===== src/hdl/ssps_pkg.sv =====
`timescale 1ns / 1ps
`default_nettype none

package ssps_pkg;

  localparam int ORDER   = 6;
  localparam int NTERM   = ORDER + 1;
  localparam int IN_W    = 32;
  localparam int OUT_W   = 32;
  localparam int ROW_W   = 3;
  localparam int COL_W   = 3;

  localparam logic [ROW_W-1:0] LAST_ROW = ROW_W'(ORDER - 1);
  localparam logic [COL_W-1:0] U_COL    = COL_W'(ORDER);

  // Plant coefficients scaled by 10000. The last column is the drive vector.
  localparam int COEF_E4 [ORDER][NTERM] = '{
    '{  9652,  -172,    57,   -58,    52,  -251, 471 },
    '{  7732,  1252,  2315,   700,  1282,  7754, 377 },
    '{  8278, -7522,  -956,  3299, -4855,  3915, 404 },
    '{  9948,  2655, -3848,  4212,  3927,  2899, 485 },
    '{  7648, -4165, -4855, -3366,  -986,  7281, 373 },
    '{ 11056,  7587,  1179,   748, -2192,  1491, 539 }
  };

  typedef enum logic [1:0] {
    S_IDLE,
    S_RUN,
    S_DRAIN,
    S_COMMIT
  } state_t;

  typedef struct packed {
    logic             load_u;
    logic             issue;
    logic             first;
    logic             last;
    logic [ROW_W-1:0] row;
    logic [COL_W-1:0] col;
    logic             commit;
  } cmd_t;

  typedef struct packed {
    logic out_free;
  } status_t;

  // Rounds a scaled decimal to the given number of fraction bits, halves away from zero.
  function automatic longint quantize(input int v, input int frac);
    longint m;
    longint q;
    begin
      m = (v < 0) ? -longint'(v) : longint'(v);
      q = ((m <<< frac) + 64'sd5000) / 64'sd10000;
      return (v < 0) ? -q : q;
    end
  endfunction

endpackage

`default_nettype wire


===== src/hdl/ssps_ctrl.sv =====
`timescale 1ns / 1ps
`default_nettype none

module ssps_ctrl (
  input  wire                 clk,
  input  wire                 rst_n,
  input  wire                 in_tvalid,
  output logic                in_tready,
  input  ssps_pkg::status_t   status,
  output ssps_pkg::cmd_t      cmd
);

  ssps_pkg::state_t                 state_r, state_nxt;
  logic [ssps_pkg::ROW_W-1:0]       row_r, row_nxt;
  logic [ssps_pkg::COL_W-1:0]       col_r, col_nxt;
  logic                             drain_r, drain_nxt;

  always_ff @(posedge clk) begin
    if (!rst_n) begin
      state_r <= ssps_pkg::S_IDLE;
      row_r   <= '0;
      col_r   <= '0;
      drain_r <= 1'b0;
    end else begin
      state_r <= state_nxt;
      row_r   <= row_nxt;
      col_r   <= col_nxt;
      drain_r <= drain_nxt;
    end
  end

  always_comb begin
    state_nxt = state_r;
    unique case (state_r)
      ssps_pkg::S_IDLE: begin
        if (in_tvalid) state_nxt = ssps_pkg::S_RUN;
      end
      ssps_pkg::S_RUN: begin
        if (row_r == ssps_pkg::LAST_ROW && col_r == ssps_pkg::U_COL) begin
          state_nxt = ssps_pkg::S_DRAIN;
        end
      end
      ssps_pkg::S_DRAIN: begin
        if (drain_r) state_nxt = ssps_pkg::S_COMMIT;
      end
      ssps_pkg::S_COMMIT: begin
        if (status.out_free) state_nxt = ssps_pkg::S_IDLE;
      end
      default: state_nxt = ssps_pkg::S_IDLE;
    endcase
  end

  always_comb begin
    row_nxt   = row_r;
    col_nxt   = col_r;
    drain_nxt = 1'b0;
    unique case (state_r)
      ssps_pkg::S_IDLE: begin
        row_nxt = '0;
        col_nxt = '0;
      end
      ssps_pkg::S_RUN: begin
        if (col_r == ssps_pkg::U_COL) begin
          col_nxt = '0;
          row_nxt = row_r + 1'b1;
        end else begin
          col_nxt = col_r + 1'b1;
        end
      end
      ssps_pkg::S_DRAIN: begin
        drain_nxt = !drain_r;
      end
      ssps_pkg::S_COMMIT: begin
        drain_nxt = 1'b0;
      end
      default: drain_nxt = 1'b0;
    endcase
  end

  always_comb begin
    in_tready  = 1'b0;
    cmd        = '0;
    cmd.row    = row_r;
    cmd.col    = col_r;
    cmd.first  = (col_r == '0);
    cmd.last   = (col_r == ssps_pkg::U_COL);
    unique case (state_r)
      ssps_pkg::S_IDLE: begin
        in_tready  = 1'b1;
        cmd.load_u = in_tvalid;
      end
      ssps_pkg::S_RUN: begin
        cmd.issue = 1'b1;
      end
      ssps_pkg::S_DRAIN: begin
        cmd.issue = 1'b0;
      end
      ssps_pkg::S_COMMIT: begin
        cmd.commit = status.out_free;
      end
      default: cmd.issue = 1'b0;
    endcase
  end

endmodule

`default_nettype wire


===== src/hdl/ssps_dp.sv =====
`timescale 1ns / 1ps
`default_nettype none

module ssps_dp #(
  parameter int STATE_WIDTH    = 32,
  parameter int COEF_FRAC_BITS = 14
) (
  input  wire                          clk,
  input  wire                          rst_n,
  input  ssps_pkg::cmd_t               cmd,
  output ssps_pkg::status_t            status,
  input  wire [ssps_pkg::IN_W-1:0]     in_data,
  output logic                         out_valid,
  input  wire                          out_ready,
  output logic [ssps_pkg::OUT_W-1:0]   out_data,
  output logic                         out_sat
);

  localparam int OPW    = (STATE_WIDTH > ssps_pkg::IN_W) ? STATE_WIDTH : ssps_pkg::IN_W;
  localparam int COEF_W = COEF_FRAC_BITS + 2;
  localparam int PROD_W = OPW + COEF_W;
  localparam int ACC_W  = PROD_W + 3;
  localparam int SH_W   = ACC_W - COEF_FRAC_BITS;

  localparam logic signed [ACC_W-1:0] HALF =
    ACC_W'(longint'(1) <<< (COEF_FRAC_BITS - 1));
  localparam logic signed [SH_W-1:0] SMAX =
    SH_W'((longint'(1) <<< (STATE_WIDTH - 1)) - 1);
  localparam logic signed [SH_W-1:0] SMIN = -SMAX - SH_W'(1);

  logic signed [COEF_W-1:0] coef_tab [ssps_pkg::ORDER][ssps_pkg::NTERM];

  for (genvar gr = 0; gr < ssps_pkg::ORDER; gr++) begin : g_row
    for (genvar gc = 0; gc < ssps_pkg::NTERM; gc++) begin : g_col
      assign coef_tab[gr][gc] =
        COEF_W'(ssps_pkg::quantize(ssps_pkg::COEF_E4[gr][gc], COEF_FRAC_BITS));
    end
  end

  logic signed [STATE_WIDTH-1:0]  state_r [ssps_pkg::ORDER];
  logic signed [STATE_WIDTH-1:0]  next_r  [ssps_pkg::ORDER];
  logic signed [ssps_pkg::IN_W-1:0] u_r;

  logic signed [OPW-1:0]    op_sel;
  logic signed [COEF_W-1:0] coef_sel;
  logic signed [PROD_W-1:0] prod_nxt, prod_r;
  logic                     s1_valid_r, s1_first_r, s1_last_r;
  logic [ssps_pkg::ROW_W-1:0] s1_row_r, s2_row_r;
  logic signed [ACC_W-1:0]  acc_nxt, acc_r;
  logic                     s2_fin_r;

  logic signed [ACC_W-1:0]       rnd;
  logic signed [SH_W-1:0]        shifted;
  logic signed [STATE_WIDTH-1:0] row_val;
  logic                          row_clamp;
  logic                          sat_r;

  logic                          out_valid_r;
  logic [ssps_pkg::OUT_W-1:0]    out_data_r;
  logic                          out_sat_r;

  always_comb begin
    if (cmd.col == ssps_pkg::U_COL) begin
      op_sel = OPW'(u_r);
    end else begin
      op_sel = OPW'(state_r[cmd.col]);
    end
    coef_sel = coef_tab[cmd.row][cmd.col];
    prod_nxt = op_sel * coef_sel;
  end

  always_comb begin
    if (s1_first_r) begin
      acc_nxt = ACC_W'(prod_r);
    end else begin
      acc_nxt = acc_r + ACC_W'(prod_r);
    end
  end

  always_comb begin
    rnd     = acc_r + HALF;
    shifted = SH_W'(rnd >>> COEF_FRAC_BITS);
    if (shifted > SMAX) begin
      row_val   = STATE_WIDTH'(SMAX);
      row_clamp = 1'b1;
    end else if (shifted < SMIN) begin
      row_val   = STATE_WIDTH'(SMIN);
      row_clamp = 1'b1;
    end else begin
      row_val   = STATE_WIDTH'(shifted);
      row_clamp = 1'b0;
    end
  end

  always_ff @(posedge clk) begin
    if (!rst_n) begin
      s1_valid_r  <= 1'b0;
      s2_fin_r    <= 1'b0;
      out_valid_r <= 1'b0;
      for (int i = 0; i < ssps_pkg::ORDER; i++) begin
        state_r[i] <= '0;
      end
    end else begin
      s1_valid_r <= cmd.issue;
      s2_fin_r   <= s1_valid_r && s1_last_r;
      if (cmd.commit) begin
        out_valid_r <= 1'b1;
        for (int i = 0; i < ssps_pkg::ORDER; i++) begin
          state_r[i] <= next_r[i];
        end
      end else if (out_ready) begin
        out_valid_r <= 1'b0;
      end
    end
  end

  always_ff @(posedge clk) begin
    if (cmd.load_u) begin
      u_r <= in_data;
    end
    prod_r     <= prod_nxt;
    s1_first_r <= cmd.first;
    s1_last_r  <= cmd.last;
    s1_row_r   <= cmd.row;
    s2_row_r   <= s1_row_r;
    if (s1_valid_r) begin
      acc_r <= acc_nxt;
    end
    if (cmd.load_u) begin
      sat_r <= 1'b0;
    end else if (s2_fin_r) begin
      sat_r <= sat_r | row_clamp;
    end
    if (s2_fin_r) begin
      next_r[s2_row_r] <= row_val;
    end
    if (cmd.commit) begin
      out_data_r <= ssps_pkg::OUT_W'(next_r[ssps_pkg::LAST_ROW]);
      out_sat_r  <= sat_r;
    end
  end

  assign status.out_free = !out_valid_r || out_ready;
  assign out_valid       = out_valid_r;
  assign out_data        = out_data_r;
  assign out_sat         = out_sat_r;

endmodule

`default_nettype wire


===== src/hdl/state_space_plant_step_top.sv =====
// Sixth-order state-space plant step in fixed point.
// Input channel in_*: one transaction carries one drive sample (signed Q16.16).
// Output channel out_*: one transaction per input, carrying the new sixth state
// element (signed Q16.16) in out_tdata and a saturation flag in out_tuser.
// Each accepted sample computes x_new = A*x + B*u over 42 products on one shared
// multiplier followed by an accumulator and a round and clamp stage.
// The block takes one sample at a time: in_tready is high only while idle.
// out_tvalid rises after the edge that accepts the input transaction, once all
// the multiply issues, the pipeline drain and the commit have passed.
// Throughput is bound by the single multiplier; the next sample waits for idle.
// The result sits in an output register, so the next sample can be accepted
// while an earlier result still waits; if that result is still not taken when
// the next commit is due, the block holds the commit until out_tready.
// Reset clears the state vector to zero and drops out_tvalid.
`timescale 1ns / 1ps
`default_nettype none

module state_space_plant_step_top #(
  parameter int STATE_WIDTH    = 32,
  parameter int COEF_FRAC_BITS = 14
) (
  input  wire         clk,
  input  wire         rst_n,
  input  wire         in_tvalid,
  output logic        in_tready,
  input  wire  [31:0] in_tdata,   // [31:0] drive_sample
  output logic        out_tvalid,
  input  wire         out_tready,
  output logic [31:0] out_tdata,  // [31:0] plant_output
  output logic [0:0]  out_tuser   // [0] saturated
);

  ssps_pkg::cmd_t    cmd;
  ssps_pkg::status_t status;
  logic              out_sat;

  ssps_ctrl u_ctrl (
    .clk       (clk),
    .rst_n     (rst_n),
    .in_tvalid (in_tvalid),
    .in_tready (in_tready),
    .status    (status),
    .cmd       (cmd)
  );

  ssps_dp #(
    .STATE_WIDTH    (STATE_WIDTH),
    .COEF_FRAC_BITS (COEF_FRAC_BITS)
  ) u_dp (
    .clk       (clk),
    .rst_n     (rst_n),
    .cmd       (cmd),
    .status    (status),
    .in_data   (in_tdata),
    .out_valid (out_tvalid),
    .out_ready (out_tready),
    .out_data  (out_tdata),
    .out_sat   (out_sat)
  );

  assign out_tuser = out_sat;

`ifndef SYNTH
  a_busy_after_accept: assert property (@(posedge clk) disable iff (!rst_n)
    (in_tvalid && in_tready) |=> !in_tready)
    else $error("input accepted again right after a transaction");

  a_issue_not_idle: assert property (@(posedge clk) disable iff (!rst_n)
    cmd.issue |-> !in_tready)
    else $error("multiply issued while idle");

  a_commit_slot_free: assert property (@(posedge clk) disable iff (!rst_n)
    cmd.commit |-> (!out_tvalid || out_tready))
    else $error("commit would overwrite a pending result");
`endif

endmodule

`default_nettype wire


===== config.mk =====
export PLATFORM = sky130hd
export DESIGN_NAME = state_space_plant_step_top
export DESIGN_NICKNAME = d
export VERILOG_FILES = /design/src/hdl/ssps_pkg.sv /design/src/hdl/ssps_ctrl.sv /design/src/hdl/ssps_dp.sv /design/src/hdl/state_space_plant_step_top.sv
export SDC_FILE = /design/constraint.sdc
export NUM_CORES = 2
export LEC_CHECK = 0
export BUFFER_PORTS_ARGS = -buffer_cell sky130_fd_sc_hd__buf_2
export CORE_MARGIN = 5
export CORE_UTILIZATION = 40
export DETAILED_ROUTE_END_ITERATION = 7
export MAX_ROUTING_LAYER = met4
export PLACE_DENSITY = 0.52
export SETUP_SLACK_MARGIN = 0.1
export SLEW_MARGIN = 15
export SYNTH_ARGS = -nofsm -noshare
export SYNTH_HDL_FRONTEND = slang
export SYNTH_SLANG_ARGS = --single-unit

===== constraint.sdc =====
create_clock -name clk -period 10.27 [get_ports clk]
set_clock_uncertainty 0.2 [all_clocks]
set_input_delay 1.027 -clock clk [delete_from_list [all_inputs] [get_ports clk]]
set_output_delay 1.027 -clock clk [all_outputs]
set_load 0.05 [all_outputs]

# Word level (Yosys, flattened, before mapping)
# Memory sizes are Yosys's and may differ from the RTL's. A register that Yosys moved wholly into a read port is not among the register bits.
# Index checks and enable logic that the tools add are counted.
# word_totals
reg_bits	153
rom_bits	896
word_cells	99
input_bits	36
out_inout_bits	35
ram_bits	384
n_memories	3
# op_classes
eq_ne	10
n_mux	40
reduce_logical	12
bitwise_logic	9
magnitude_cmp	4
n_mul	1
addsub	4
# mem_list
memory	depth	word_bits	read_ports	rd_ports_with_merged_regs	write_ports	line	text
(no name shown)	8	112	1	0	0	ssps_dp.sv:68	coef_sel = coef_tab[cmd.row][cmd.col];
u_dp.next_r	6	32	7	1	1	ssps_dp.sv:41	logic signed [STATE_WIDTH-1:0] next_r [ssps_pkg::ORDER];
u_dp.state_r	6	32	1	1	6	ssps_dp.sv:40	logic signed [STATE_WIDTH-1:0] state_r [ssps_pkg::ORDER];
# ops
op	count
32-bit two-way mux	9
112-bit two-way mux	2
51-bit by 15-bit adder with 51-bit output (second input constant)	1
51-bit by 48-bit adder with 51-bit output	1
51-bit two-way mux	1
16-bit binary-select mux with 3-bit select	1
32-bit by 16-bit multiplier with 48-bit output	1
37-bit by 32-bit > comparator with 1-bit output (second input constant)	1
37-bit by 32-bit < comparator with 1-bit output (second input constant)	1
16-bit two-way mux	2
1-bit two-way mux	14
3-bit two-way mux	4
3-bit one-hot mux with 2 select lines	2
4-bit >= comparator (second input constant)	2
2-bit two-way mux	4
2-bit by 1-bit != test with 1-bit output (second input constant)	4
3-bit NOT with 4-bit output	2
2-bit one-hot mux with 4 select lines	1
1-bit OR	7
3-bit by 1-bit adder with 3-bit output (second input constant)	2
3-bit == test (second input constant)	2
2-bit == test (second input constant)	2
2-bit AND reduction	2
4-bit AND reduction	1
other kinds (8)	11

# Logic depth before layout (Yosys ltp)
# logic_depth
ltp_word	8
depth_mapped	33
mapped_depth_nobuf	32

# By module
# From an unflattened synthesis, not the netlist that was laid out.
# unflattened
cells_unflattened	3975
area_unflattened_um2	42733.5
# by_module_without_submodules
mod	area_per_inst_um2	cells_each	instances
ssps_dp	42174.2	3912	1
ssps_ctrl	559.3	63	1

# Worst setup path before layout
# Ideal clock, no wire load.
# synth_timing
path_type	reg-to-reg
start	register u_ctrl.row_r[0] (netlist name)
end	register u_dp.prod_r[46]
arrival_ns	7.794
required_time_ns	9.998
path_stages_with_launch	33
path_buffers	2
slack_ns	2.204
cell_sequence	dfxtp_1 -> inv_1 -> ha_1 -> nor2b_1 -> nor2_1 -> nor2_1 -> a211oi_1 -> a21oi_1 -> mux2i_1 -> clkbuf_1 -> nor2_1 -> fa_1 -> inv_1 -> fa_1 -> fa_1 -> inv_1 -> fa_1 -> fa_1 -> inv_1 -> fa_1 -> inv_1 -> ha_1 -> clkbuf_2 -> a21oi_1 -> o211ai_1 -> a21oi_1 -> or4b_2 -> a21oi_1 -> o21ai_0 -> a31oi_1 -> a21oi_1 -> o31ai_1 -> xor2_1
# synth_via
elab_chain_cells	8
# synth_rtl
item	line	text
from (decl)	ssps_ctrl.sv:14	logic [ssps_pkg::ROW_W-1:0] row_r, row_nxt;
from (signal assigned)	ssps_ctrl.sv:26	row_r <= row_nxt;
3-bit NOT with 4-bit output (not written as such)	ssps_dp.sv:68	
memory read 8 x 112 bit	-	
112-bit two-way mux (not written as such) (2 in a row)	ssps_dp.sv:68	
16-bit binary-select mux with 3-bit select	ssps_dp.sv:68	
16-bit two-way mux (not written as such) (2 in a row)	ssps_dp.sv:68	
32-bit by 16-bit multiplier with 48-bit output	ssps_dp.sv:69	prod_nxt = op_sel * coef_sel;
net u_dp.prod_nxt[46]	ssps_dp.sv:46	logic signed [PROD_W-1:0] prod_nxt, prod_r;
to (signal assigned)	ssps_dp.sv:121	prod_r <= prod_nxt;
to (decl)	ssps_dp.sv:46	
# The timed path passes the listed nets, and every way through them passes these cells. The select of a mux whose other input is x is not followed.
# A chain may end at the register's enable or synchronous reset.

# Final worst setup path
# Ends and elaborated chain as after synthesis.

==> flow_metrics.env <==
export IMPL_status="finished, final reports clean"
export IMPL_setup_tns_final_ns=0
export IMPL_cts_buffers=67
export IMPL_hold_buffers=0
export IMPL_die_y_um=336
export IMPL_crit_buf_inv=6
export IMPL_synth_fp_nets=4613
export IMPL_cts_tree="built"
export IMPL_place_gp_congestion=0.895
export IMPL_yosysWarnings=0
export IMPL_syn_to_final_growth_pct=9.96
export IMPL_numPortBuffers=70
export IMPL_end_kind="register"
export IMPL_finalSetupViolCount=0
export IMPL_worstSetupStartpointType="register"
export IMPL_antenna_found_initial=0
export IMPL_drt_wl_total_um=113000
export IMPL_max_freq_mhz=106
export IMPL_cts_clk_slew_worst_paths_ns=0.06
export IMPL_worst_ep_required_time_ns=10.61
export IMPL_hp_class="reg -> reg"
export IMPL_synth_seq_area_share_pct=38.7
export IMPL_grt_overflow_total=0
export IMPL_synth_seq_cells=572
export IMPL_start_util_pct=40.3
export IMPL_wire_per_inst_um=21.0
export IMPL_final_hold_viol_count=0
export IMPL_synth_edff_count=500
export IMPL_dr_total_vias=27685
export IMPL_post_cts_buffers=0
export IMPL_ys_flop_type="edfxtp_1"
export IMPL_tightestPinTransition_ns=1.15
export IMPL_drtIter0Drc=2163
export IMPL_cp_slowest_stage_delay_ns=0.67
export IMPL_min_period_ns=9.43
export IMPL_avgSynthCellArea_um2=10.9
export IMPL_drive_gt1_share_pct=8.34
export IMPL_drt_pre_antenna_iters=5
export IMPL_crit_slowest_cell="mux2i_4"
export IMPL_drv_cap=0
export IMPL_critPathArrivalTime_ns=9.77
export IMPL_ios=71
export IMPL_detailed_place_hpwl_um=84800
export IMPL_rsz0062_at_grt="no"
export IMPL_cts_max_path_buffers=3
export IMPL_synth_cells=3905
export IMPL_worstSkewPairLatency_ns=0.63
export IMPL_crit_path_frequent_cell="fa_1"
export IMPL_viasPerCell=5.14
export IMPL_min_from="u_ctrl.drain_r$_SDFF_PN0_"
export IMPL_grt_pass1_wl_um=174000
export IMPL_rows=119
export IMPL_synthArstFlopShare_pct=0
export IMPL_crit_start="u_ctrl.row_r[0]$_SDFFE_PN0P_"
export IMPL_dieArea_um2=113000
export IMPL_drc=0
export IMPL_crit_type="reg -> reg"
export IMPL_detail_route_antenna_nets=0
export IMPL_core_area_um2=105000
export IMPL_r2r_start="u_ctrl.row_r[0]$_SDFFE_PN0P_"
export IMPL_root_buffer="clkbuf_16"
export IMPL_die_w_um=336
export IMPL_grt_max_degree=102
export IMPL_cts_resized=0
export IMPL_htreeDepth=3
export IMPL_synth_cell_type_count=74
export IMPL_slew_viol_final=0
export IMPL_min_period_over_period_pct=91.8
export IMPL_cts_sinks=572
export IMPL_worst_path_max_fanout=19
export IMPL_synth_cell_area_um2=42500
export IMPL_slew_headroom_pct=22.8
export IMPL_grt_pass1_vias=27945
export IMPL_cpLargestDelayFamily="adder cells"
export IMPL_grt_use_total_pct=20.9
export IMPL_layout_nets=4648
-- registers in the layout, summed over array words and instances (netlist names), 3 cells and up, named ones only --
| register | flops |
|---|---|
| u_ctrl.col_r | 3 |
| u_ctrl.row_r | 3 |
| u_dp.acc_r | 51 |
| u_dp.next_r | 192 |
| u_dp.out_data | 32 |
| u_dp.prod_r | 48 |
| u_dp.s1_row_r | 3 |
| u_dp.s2_row_r | 3 |
| u_dp.state_r | 192 |
| u_dp.u_r | 32 |
-- cell usage after synthesis (8+ instances only) --
cell | count | share of area (%)
inv_1 | 584 | 5.2
edfxtp_1 | 500 | 35
fa_1 | 487 | 23
nand2_1 | 379 | 3.3
nor2_1 | 339 | 3.0
and2_1 | 227 | 3.3
ha_1 | 185 | 5.4
a21oi_1 | 164 | 1.9
clkbuf_1 | 156 | 1.4
o21ai_0 | 140 | 1.6
a21o_1 | 93 | 1.6
xnor2_1 | 84 | 1.7
dfxtp_1 | 72 | 3.4
xor2_1 | 50 | 1.0
a211oi_1 | 43 | 0.76
mux2i_1 | 41 | 0.97
mux4_2 | 33 | 1.7
nand3_1 | 31 | 0.37
nand2b_1 | 26 | 0.38
nand4_1 | 23 | 0.34
nor2b_1 | 20 | 0.29
and3_1 | 17 | 0.25
a31oi_1 | 16 | 0.24
buf_1 | 16 | 0.14
nor3_1 | 16 | 0.19
o211ai_1 | 14 | 0.25
o21bai_1 | 14 | 0.25
o22ai_1 | 13 | 0.19
o21a_1 | 12 | 0.21
buf_2 | 8 | 0.094
-- final timing paths --
path / to / slack, ns / depth (start not counted)
hold / removal: u_ctrl.drain_r$_SDFF_PN0_ / 0.23 / 1
setup reg to reg: u_dp.prod_r[46]$_DFF_P_ / 0.84 / 31
setup / recovery: u_dp.prod_r[46]$_DFF_P_ / 0.84 / 31
hold reg to reg: u_ctrl.drain_r$_SDFF_PN0_ / 0.23 / 1
-- cell type report --
cell class,instances,area (um2)
Antenna cell,1,2.50
Tap cell,1391,1740
Multi-Input combinational cell,2564,23300
Sequential cell,572,16500
Timing Repair Buffer,150,988
Clock inverter,40,323
Fill cell,9975,58700
Clock buffer,81,1750
Inverter,585,2200
-- placed cells by master, fill, tap and decap left out, types with 23 or more instances in the layout --
cell	netlist	layout
ha_1	185	185
nand2_1	379	379
nor2_1	339	337
a211oi_1	43	43
mux2i_1	41	40
o21ai_0	140	136
edfxtp_1	500	500
xor2_1	50	50
a21oi_1	164	159
buf_2	8	70
mux4_2	33	33
nand2b_1	26	25
xnor2_1	84	84
clkbuf_16	0	67
buf_4	0	77
inv_1	584	584
dfxtp_1	72	67
and2_1	227	225
nand4_1	23	23
nand3_1	31	31
fa_1	487	487
a21o_1	93	93
-- routing by layer --
| metal | vias up | global-route usage, % | wire [um] |
|---|---|---|---|
| met2 | 617 | 34.7 | 55500 |
| li1 | 12854 | - | - |
| met1 | 14077 | 27.4 | 49400 |
| met5 | - | - | 0 |
| met4 | 0 | 5.29 | 3310 |
| met3 | 137 | 2.59 | 4670 |
-- through the flow --
stage	utilization, %	instances	setup WS, ns	hold slack (ns)	area, um2
global route	44.3	5383	0.382	0.222	46700
detailed placement	42.4	5262	0.973	0.220	44700
CTS	44.3	5383	0.955	0.221	46700
floorplan	-	3905	2.20	0.110	42500
global placement	42.4	5262	1.13	0.206	44700
finish	44.3	5384	0.840	0.227	46700
-- cells by family (layout without fill, tap and decap cells) --
group	after synthesis	count (layout)	share of synthesized area [%]
AOI/OAI and AO/OA	563	563	8.26
xor gates and xnor gates	134	134	2.76
adders and majority gates	672	672	28.4
and+or+nand+nor	1115	1115	12.2
DFF	572	572	38.7
buffers and inverters	769	856	6.84
other	0	1	0
muxes	80	80	2.87
-- worst reg2reg max path: cells and delay by family, from the launching register on --
kind | cells | cell delay, ns
muxes | 1 | 0.67
buffers and inverters | 6 | 0.88
AOI/OAI and AO/OA | 9 | 1.86
adders and majority gates | 8 | 3.84
xor gates and xnor gates | 1 | 0.17
and+or+nand+nor | 6 | 1.17
DFF | 1 | 0.57
Power is not shown: default switching activity piles up to over one toggle a cycle in this logic, so the estimate is an artifact.
